--- src/rtl/cle_pkg.sv ---
`timescale 1ns / 1ps
package cle_pkg;

  localparam int DEFAULT_BUF_DEPTH = 128;
  localparam int Q_DEPTH = 2;
  localparam int Q_PTR_W = $clog2(Q_DEPTH);
  localparam int Q_CNT_W = $clog2(Q_DEPTH + 1);

  localparam logic [7:0] CH_NUL  = 8'h00;
  localparam logic [7:0] CH_EOT  = 8'h04;
  localparam logic [7:0] CH_BS   = 8'h08;
  localparam logic [7:0] CH_LF   = 8'h0A;
  localparam logic [7:0] CH_CR   = 8'h0D;
  localparam logic [7:0] CH_DUMP = 8'h10;
  localparam logic [7:0] CH_KILL = 8'h15;
  localparam logic [7:0] CH_DEL  = 8'h7F;

  localparam logic OP_RX   = 1'b0;
  localparam logic OP_READ = 1'b1;

  localparam logic [1:0] RS_NONE  = 2'd0;
  localparam logic [1:0] RS_BYTE  = 2'd1;
  localparam logic [1:0] RS_EMPTY = 2'd2;
  localparam logic [1:0] RS_EOF   = 2'd3;

  typedef struct packed {
    logic       op;
    logic [7:0] rx_char;
    logic       first_of_read;
  } in_item_t;

  typedef struct packed {
    logic       echo_valid;
    logic [7:0] echo_byte;
    logic [7:0] erase_count;
    logic       dump_request;
    logic       line_committed;
    logic [1:0] read_status;
    logic [7:0] read_byte;
    logic       line_end;
  } out_item_t;

  typedef enum logic [2:0] {
    K_NOP,
    K_DUMP,
    K_KILL,
    K_ERASE,
    K_STORE,
    K_READ
  } cmd_kind_t;

  typedef struct packed {
    cmd_kind_t  kind;
    logic [7:0] ch;
    logic       first;
  } cmd_t;

  typedef struct packed {
    logic valid;
    cmd_t cmd;
  } q_link_t;

endpackage

--- src/rtl/cle_front.sv ---
`timescale 1ns / 1ps
module cle_front (
  input  logic              clk,
  input  logic              rst_n,
  input  logic              start,
  input  cle_pkg::in_item_t in_item,
  output logic              busy,
  input  logic              pop,
  output cle_pkg::q_link_t  q_out
);
  import cle_pkg::*;

  cmd_t               cls;
  cmd_t               fifo_r [Q_DEPTH];
  logic [Q_PTR_W-1:0] wp_r, rp_r;
  logic [Q_CNT_W-1:0] cnt_r;
  logic               push, take;

  // Classify the received byte; CR is stored as LF.
  always_comb begin
    cls.ch    = in_item.rx_char;
    cls.first = in_item.first_of_read;
    if (in_item.op == OP_READ) begin
      cls.kind = K_READ;
    end else if (in_item.rx_char == CH_DUMP) begin
      cls.kind = K_DUMP;
    end else if (in_item.rx_char == CH_KILL) begin
      cls.kind = K_KILL;
    end else if (in_item.rx_char == CH_BS || in_item.rx_char == CH_DEL) begin
      cls.kind = K_ERASE;
    end else if (in_item.rx_char == CH_NUL) begin
      cls.kind = K_NOP;
    end else begin
      cls.kind = K_STORE;
      if (in_item.rx_char == CH_CR) begin
        cls.ch = CH_LF;
      end
    end
  end

  assign busy        = (cnt_r == Q_CNT_W'(Q_DEPTH));
  assign push        = start && !busy;
  assign take        = pop && (cnt_r != '0);
  assign q_out.valid = (cnt_r != '0);
  assign q_out.cmd   = fifo_r[rp_r];

  always_ff @(posedge clk) begin
    if (push) begin
      fifo_r[wp_r] <= cls;
    end
  end

  always_ff @(posedge clk) begin
    if (!rst_n) begin
      wp_r  <= '0;
      rp_r  <= '0;
      cnt_r <= '0;
    end else begin
      if (push) begin
        wp_r <= (wp_r == Q_PTR_W'(Q_DEPTH - 1)) ? '0 : wp_r + Q_PTR_W'(1);
      end
      if (take) begin
        rp_r <= (rp_r == Q_PTR_W'(Q_DEPTH - 1)) ? '0 : rp_r + Q_PTR_W'(1);
      end
      if (push && !take) begin
        cnt_r <= cnt_r + Q_CNT_W'(1);
      end else if (take && !push) begin
        cnt_r <= cnt_r - Q_CNT_W'(1);
      end
    end
  end

endmodule

--- src/rtl/cle_back.sv ---
`timescale 1ns / 1ps
module cle_back #(
  parameter int BUF_DEPTH = cle_pkg::DEFAULT_BUF_DEPTH
) (
  input  logic               clk,
  input  logic               rst_n,
  input  cle_pkg::q_link_t   q_in,
  output logic               pop,
  output logic               out_valid,
  output cle_pkg::out_item_t out_item
);
  import cle_pkg::*;

  localparam int WRAP   = 2 * BUF_DEPTH;
  localparam int IDX_W  = $clog2(WRAP);
  localparam int SLOT_W = $clog2(BUF_DEPTH);
  localparam int CNT_W  = $clog2(BUF_DEPTH + 1);

  typedef enum logic [1:0] {S_IDLE, S_EXEC, S_RDAT, S_KDAT} state_t;

  function automatic logic [IDX_W-1:0] idx_inc(input logic [IDX_W-1:0] a);
    return (a == IDX_W'(WRAP - 1)) ? '0 : a + IDX_W'(1);
  endfunction

  function automatic logic [IDX_W-1:0] idx_dec(input logic [IDX_W-1:0] a);
    return (a == '0) ? IDX_W'(WRAP - 1) : a - IDX_W'(1);
  endfunction

  function automatic logic [IDX_W-1:0] idx_diff(input logic [IDX_W-1:0] a,
                                                input logic [IDX_W-1:0] b);
    logic [IDX_W:0] t;
    if (a >= b) begin
      t = {1'b0, a} - {1'b0, b};
    end else begin
      t = {1'b0, a} + (IDX_W + 1)'(WRAP) - {1'b0, b};
    end
    return t[IDX_W-1:0];
  endfunction

  function automatic logic [SLOT_W-1:0] slot_of(input logic [IDX_W-1:0] a);
    logic [IDX_W-1:0] t;
    t = (a < IDX_W'(BUF_DEPTH)) ? a : a - IDX_W'(BUF_DEPTH);
    return t[SLOT_W-1:0];
  endfunction

  function automatic logic [7:0] sat8(input logic [CNT_W-1:0] c);
    logic [CNT_W+7:0] w;
    w = (CNT_W + 8)'(c);
    return (w > (CNT_W + 8)'(255)) ? 8'hFF : w[7:0];
  endfunction

  state_t            state_r, state_nxt;
  cmd_t              cmd_r, cmd_nxt;
  logic [IDX_W-1:0]  rd_idx_r, rd_idx_nxt;
  logic [IDX_W-1:0]  cm_idx_r, cm_idx_nxt;
  logic [IDX_W-1:0]  ed_idx_r, ed_idx_nxt;
  logic [CNT_W-1:0]  cnt_r, cnt_nxt;
  logic              out_valid_r;
  out_item_t         out_item_r;
  logic              emit;
  out_item_t         res;
  logic              we;
  logic [SLOT_W-1:0] raddr;
  logic [7:0]        rdata_r;
  logic [7:0]        line_store [BUF_DEPTH];
  logic [IDX_W-1:0]  ed_inc;

  assign ed_inc = idx_inc(ed_idx_r);

  always_comb begin
    state_nxt  = state_r;
    cmd_nxt    = cmd_r;
    rd_idx_nxt = rd_idx_r;
    cm_idx_nxt = cm_idx_r;
    ed_idx_nxt = ed_idx_r;
    cnt_nxt    = cnt_r;
    pop        = 1'b0;
    emit       = 1'b0;
    we         = 1'b0;
    raddr      = slot_of(rd_idx_r);
    res        = '0;
    res.read_status = RS_NONE;
    case (state_r)
      S_IDLE: begin
        if (q_in.valid) begin
          pop       = 1'b1;
          cmd_nxt   = q_in.cmd;
          cnt_nxt   = '0;
          state_nxt = S_EXEC;
        end
      end
      S_EXEC: begin
        state_nxt = S_IDLE;
        emit      = 1'b1;
        case (cmd_r.kind)
          K_DUMP: begin
            res.dump_request = 1'b1;
          end
          K_ERASE: begin
            if (ed_idx_r != cm_idx_r) begin
              ed_idx_nxt      = idx_dec(ed_idx_r);
              res.erase_count = 8'd1;
            end
          end
          K_STORE: begin
            if (idx_diff(ed_idx_r, rd_idx_r) < IDX_W'(BUF_DEPTH)) begin
              we             = 1'b1;
              res.echo_valid = 1'b1;
              res.echo_byte  = cmd_r.ch;
              ed_idx_nxt     = ed_inc;
              // commit on newline, end of file, or when this byte fills the ring
              if (cmd_r.ch == CH_LF || cmd_r.ch == CH_EOT ||
                  idx_diff(ed_idx_r, rd_idx_r) == IDX_W'(BUF_DEPTH - 1)) begin
                cm_idx_nxt         = ed_inc;
                res.line_committed = 1'b1;
              end
            end
          end
          K_KILL: begin
            if (ed_idx_r == cm_idx_r) begin
              res.erase_count = sat8(cnt_r);
            end else begin
              emit      = 1'b0;
              raddr     = slot_of(idx_dec(ed_idx_r));
              state_nxt = S_KDAT;
            end
          end
          K_READ: begin
            if (rd_idx_r == cm_idx_r) begin
              res.read_status = RS_EMPTY;
            end else begin
              emit      = 1'b0;
              state_nxt = S_RDAT;
            end
          end
          default: begin
          end
        endcase
      end
      S_RDAT: begin
        emit      = 1'b1;
        state_nxt = S_IDLE;
        if (rdata_r == CH_EOT) begin
          // leave the end-of-file mark for the next call unless nothing was given yet
          res.read_status = RS_EOF;
          if (cmd_r.first) begin
            rd_idx_nxt = idx_inc(rd_idx_r);
          end
        end else begin
          rd_idx_nxt      = idx_inc(rd_idx_r);
          res.read_status = RS_BYTE;
          res.read_byte   = rdata_r;
          res.line_end    = (rdata_r == CH_LF);
        end
      end
      S_KDAT: begin
        if (rdata_r == CH_LF) begin
          emit            = 1'b1;
          res.erase_count = sat8(cnt_r);
          state_nxt       = S_IDLE;
        end else begin
          ed_idx_nxt = idx_dec(ed_idx_r);
          cnt_nxt    = cnt_r + CNT_W'(1);
          state_nxt  = S_EXEC;
        end
      end
      default: begin
        state_nxt = S_IDLE;
      end
    endcase
  end

  always_ff @(posedge clk) begin
    if (we) begin
      line_store[slot_of(ed_idx_r)] <= cmd_r.ch;
    end
    rdata_r <= line_store[raddr];
  end

  always_ff @(posedge clk) begin
    if (!rst_n) begin
      state_r     <= S_IDLE;
      rd_idx_r    <= '0;
      cm_idx_r    <= '0;
      ed_idx_r    <= '0;
      cnt_r       <= '0;
      out_valid_r <= 1'b0;
    end else begin
      state_r     <= state_nxt;
      rd_idx_r    <= rd_idx_nxt;
      cm_idx_r    <= cm_idx_nxt;
      ed_idx_r    <= ed_idx_nxt;
      cnt_r       <= cnt_nxt;
      out_valid_r <= emit;
    end
    cmd_r      <= cmd_nxt;
    out_item_r <= res;
  end

  assign out_valid = out_valid_r;
  assign out_item  = out_item_r;

endmodule

--- src/rtl/console_line_editor.sv ---
`timescale 1ns / 1ps
// Console line editor: cooked-mode input buffer for a serial console.
// Input: raise start with in_item; the item is taken at the edge where
//   start is high and busy is low. op 0 carries a received byte, op 1 asks
//   for one committed byte (first_of_read set on the first byte of a call).
// Output: one result item per input item, shown on out_item for exactly one
//   cycle while out_valid is high. The receiver cannot stall the block.
// Path: each item waits in the queue until S_IDLE pops it and S_EXEC works
//   it; reads answer from S_RDAT after the line store's registered read, and
//   a kill loops through S_EXEC and S_KDAT once per byte it walks back over.
// Throughput: set by the back end's state machine, which works one item at
//   a time, and the line store's single registered read port. A two-entry
//   queue between the classifier and the back end lets start be taken while
//   earlier items are still being worked.
// Reset (rst_n low, synchronous): indices and queue clear, busy falls, no
//   result is shown. The line store itself is not cleared; no entry is read
//   before it has been written.
module console_line_editor #(
  parameter int BUF_DEPTH = cle_pkg::DEFAULT_BUF_DEPTH
) (
  input  logic               clk,
  input  logic               rst_n,
  input  logic               start,
  input  cle_pkg::in_item_t  in_item,
  output logic               busy,
  output logic               out_valid,
  output cle_pkg::out_item_t out_item
);
  import cle_pkg::*;

  // front to back link: head of the command queue and its pop
  q_link_t q_link;
  logic    q_pop;

  // classify bytes and queue commands
  cle_front u_front (
    .clk     (clk),
    .rst_n   (rst_n),
    .start   (start),
    .in_item (in_item),
    .busy    (busy),
    .pop     (q_pop),
    .q_out   (q_link)
  );

  // edit the ring, serve reads and register each result
  cle_back #(
    .BUF_DEPTH (BUF_DEPTH)
  ) u_back (
    .clk       (clk),
    .rst_n     (rst_n),
    .q_in      (q_link),
    .pop       (q_pop),
    .out_valid (out_valid),
    .out_item  (out_item)
  );

endmodule

--- config.mk ---
export PLATFORM = sky130hd
export DESIGN_NAME = console_line_editor
export DESIGN_NICKNAME = d
export VERILOG_FILES = /design/src/rtl/cle_pkg.sv /design/src/rtl/cle_front.sv /design/src/rtl/cle_back.sv /design/src/rtl/console_line_editor.sv
export SDC_FILE = /design/constraint.sdc
export NUM_CORES = 2
export LEC_CHECK = 0
export BUFFER_PORTS_ARGS = -buffer_cell sky130_fd_sc_hd__buf_2
export CORE_ASPECT_RATIO = 0.7
export CORE_MARGIN = 5
export CORE_UTILIZATION = 45
export CTS_CLUSTER_SIZE = 14
export DETAILED_ROUTE_END_ITERATION = 6
export PLACE_DENSITY = 0.7
export SLEW_MARGIN = 20
export SYNTH_ARGS = -nofsm -noshare
export SYNTH_HDL_FRONTEND = slang
export SYNTH_HIERARCHICAL = 1
export SYNTH_SLANG_ARGS = --single-unit
--- constraint.sdc ---
create_clock -name clk -period 5.3 [get_ports clk]
set_clock_uncertainty 0.2 [all_clocks]
set_input_delay 1.06 -clock clk [delete_from_list [all_inputs] [get_ports clk]]
set_output_delay 1.06 -clock clk [all_outputs]
set_load 0.01 [all_outputs]
==> flow_summary.ini <==
[status]
status = finished, violations left
violations = DRC

[cts]
cts_inserted_buffers = 101
htreeDepth = 3
cts-hold-fix-buffers = 0
cts_resized = 0
cts_buffer_depth = 3
clkTransAtPathRegs_ps = 70
cts_setup_buffers = 0
cts_tree = yes
clock_latency_ps = 710
cts.sinks = 1138
cts.root.buffer_cell = clkbuf_16

[finish]
fillers = 8266
finish.net_count = 3234
final_layout_size_suffix_gt1_share_pct = 15.1
syn2layout_area_growth_pct = 12.2

[critical_path]
critPathSlowestCell = o31ai_1
critical_path_class = flip-flop to flip-flop
crit_buf_inv = 3
cp.required_ps = 5760
arrival_ps = 5630
critical-path-max-stage-delay_ps = 780
path_max_fanout = 49
endpoint_kind = flip-flop
cp_cell_sequence = inv_1, ha_1, or3b_1, nor2_1, nor3_1, a22o_4, buf_12, buf_4, nand2_1, a221oi_2, a21oi_1, o31ai_1, o32a_1
start_kind = flip-flop
crit_family = compound AO/OA/AOI/OAI gates

[logic_synthesis]
synth-seq-cells = 1138
synth_nets = 3108
syn_inst = 3076
syn_area_um2 = 45900
avgSynthCellArea_um2 = 14.9
synth-edff-count = 1060
ys_types = 87
ys.flop_type = edfxtp_1
ys_seq_area_share_pct = 72.8
ys_async_sr_fraction_pct = 0
yosysWarnings = 6

[job]
drv_cap = 0

[die]
initial_core_util_pct = 45.1
die_w_um = 392
dieArea_um2 = 109000
fp.dieH_um = 277
coreArea_um2 = 102000
num_rows = 98
io_pins = 45

[routing]
route.met2.wl_mm = 52.3
avgViaCountPerCell = 6.08
wl_per_cell_um = 27.2
drt_iter0_markers = 3908
wl_met1_mm = 51.1
dr.pass1.iters = 7
vias = 28200
drcViolationCount = 1
wl_met3_mm = 19.2
highest_layer = met5
antenna_left = 0
wirelength_mm = 126

[timing]
fmax_mhz = 193
rsz0062_at_grt = no
max_slew.worst_pin.slew_ps = 1150
drv_slew = 0
finalCriticalPeriod_ps = 5170
period_share_pct = 97.5
slew_headroom_pct = 22.8
hold_viol = 0
tns_ps = 0
hold_slack_ps = 299
setup_viol = 0

[grt]
grt_pass1_wl_mm = 185
grt_antenna_before_repair = 4
grt_util_all_layers_pct = 23.0
gr-total-overflow = 0
grt_pass1_vias = 27000
grt_max_degree = 109

[placement]
place_hpwl_mm = 79.8
globalplace.congestion = 0.935
port_buffers = 44

[power]
vdd_ir_drop_max_mv = 0.324
powerDensity_nw_per_um2 = 445
p_leak_uw = 0.0175

[worst_hold_path]
hold_path_class = flip-flop to flip-flop
==> Yosys cell counts, types with 17 or more instances <==
cell      instances  share of area, %
nor3_1           27              0.29
nand3_1         123               1.3
buf_6            17              0.42
a22oi_1          25              0.41
o22ai_1          27              0.37
o21ai_0          37              0.40
mux4_2           94               4.6
dfxtp_1          78               3.4
xor2_1           30              0.57
edfxtp_1       1060                69
ha_1             18              0.49
buf_2            54              0.59
a32oi_1          51              0.97
inv_1            25              0.20
nor2_1          174               1.4
a221oi_1         42              0.80
nand2_1         499               4.1
clkbuf_1         83              0.68
mux2i_1          82               1.8
a21oi_1         227               2.5
and2_1           28              0.38
==> report_power, final <==
part	total (µW)	leakage [µW]	switching, µW	internal (µW)
Combinational	4710	0.00580	3340	1370
Sequential	11200	0.0102	232	10900
Clock	7030	0.00152	3250	3780
Total	22900	0.0175	6820	16100
==> layout by cell type, fill, tap and decap left out, drive strengths merged, types with 29 or more instances in the layout <==
master / instances
a21oi: 228
a221oi: 45
a32oi: 51
and2: 29
buf: 207
clkbuf: 141
clkinv: 35
dfxtp: 78
edfxtp: 1060
inv: 31
mux2i: 85
mux4: 94
nand2: 499
nand3: 123
nor2: 174
o21ai: 42
xor2: 30
==> sequential cells by signal (all words and copies together), names as in the netlist, 8 cells and up, named ones only <==
| signal | flops |
|---|---|
| u_back/line_store | 1024 |
| u_back/out_item | 30 |
| u_front/fifo_r | 24 |
| u_back/cmd_r | 12 |
| u_back/cm_idx_r | 8 |
| u_back/cnt_r | 8 |
| u_back/ed_idx_r | 8 |
| u_back/rd_idx_r | 8 |
| u_back/rdata_r | 8 |
==> final timing paths <==
kind	startpoint	endpoint	slack [ps]	depth (start not counted)
setup / recovery	u_back/ed_idx_r[0]$_SDFFE_PN0P_	u_back/rdata_r[4]$_DFF_P_	130	13
hold / removal	u_back/cnt_r[7]$_SDFFE_PN0P_	u_back/out_item[20]$_DFF_P_	300	1
setup reg to reg	u_back/ed_idx_r[0]$_SDFFE_PN0P_	u_back/rdata_r[4]$_DFF_P_	130	13
hold reg to reg	u_back/cnt_r[7]$_SDFFE_PN0P_	u_back/out_item[20]$_DFF_P_	300	1
==> cells by family after synthesis <==
| kind of cell | synth area share [%] |
|---|---|
| simple gates | 8.84 |
| compound gates | 7.82 |
| flops | 72.8 |
| mux | 6.92 |
| buf+inv | 2.28 |
| fa+ha+maj | 0.535 |
| xor+xnor | 0.821 |
==> layer usage <==
layer  GRT usage (%)  vias to the layer above
met1            34.2                    14000
met4            6.39                        2
met3            8.93                      224
li1                -                    12100
met2            31.3                     1896
met5               0                        -
==> metrics by stage <==
stage	instances	util (%)	power, µW	setup WS, ps	instance area [µm²]
2_1_floorplan	3076	-	14300	1560	45900
5_1_grt	4635	50.6	23700	31.1	51500
3_3_place_gp	4446	47.5	15900	338	48300
4_1_cts	4633	50.6	22900	350	51500
3_5_place_dp	4448	47.6	16000	372	48400
6_report	4635	50.6	22900	130	51500
==> final cells by class <==
class / instances / area (µm²) / area share [%]
Clock buffer: 141 / 2750 / 5.34
Sequential cell: 1138 / 33400 / 64.9
Timing Repair Buffer: 207 / 1640 / 3.19
Clock inverter: 44 / 349 / 0.678
Tap cell: 1350 / 1690 / 3.28
Inverter: 25 / 93.8 / 0.182
Antenna cell: 1 / 2.50 / 0.00486
Multi-Input combinational cell: 1729 / 11600 / 22.5
Power figures use the tool's default switching activity.
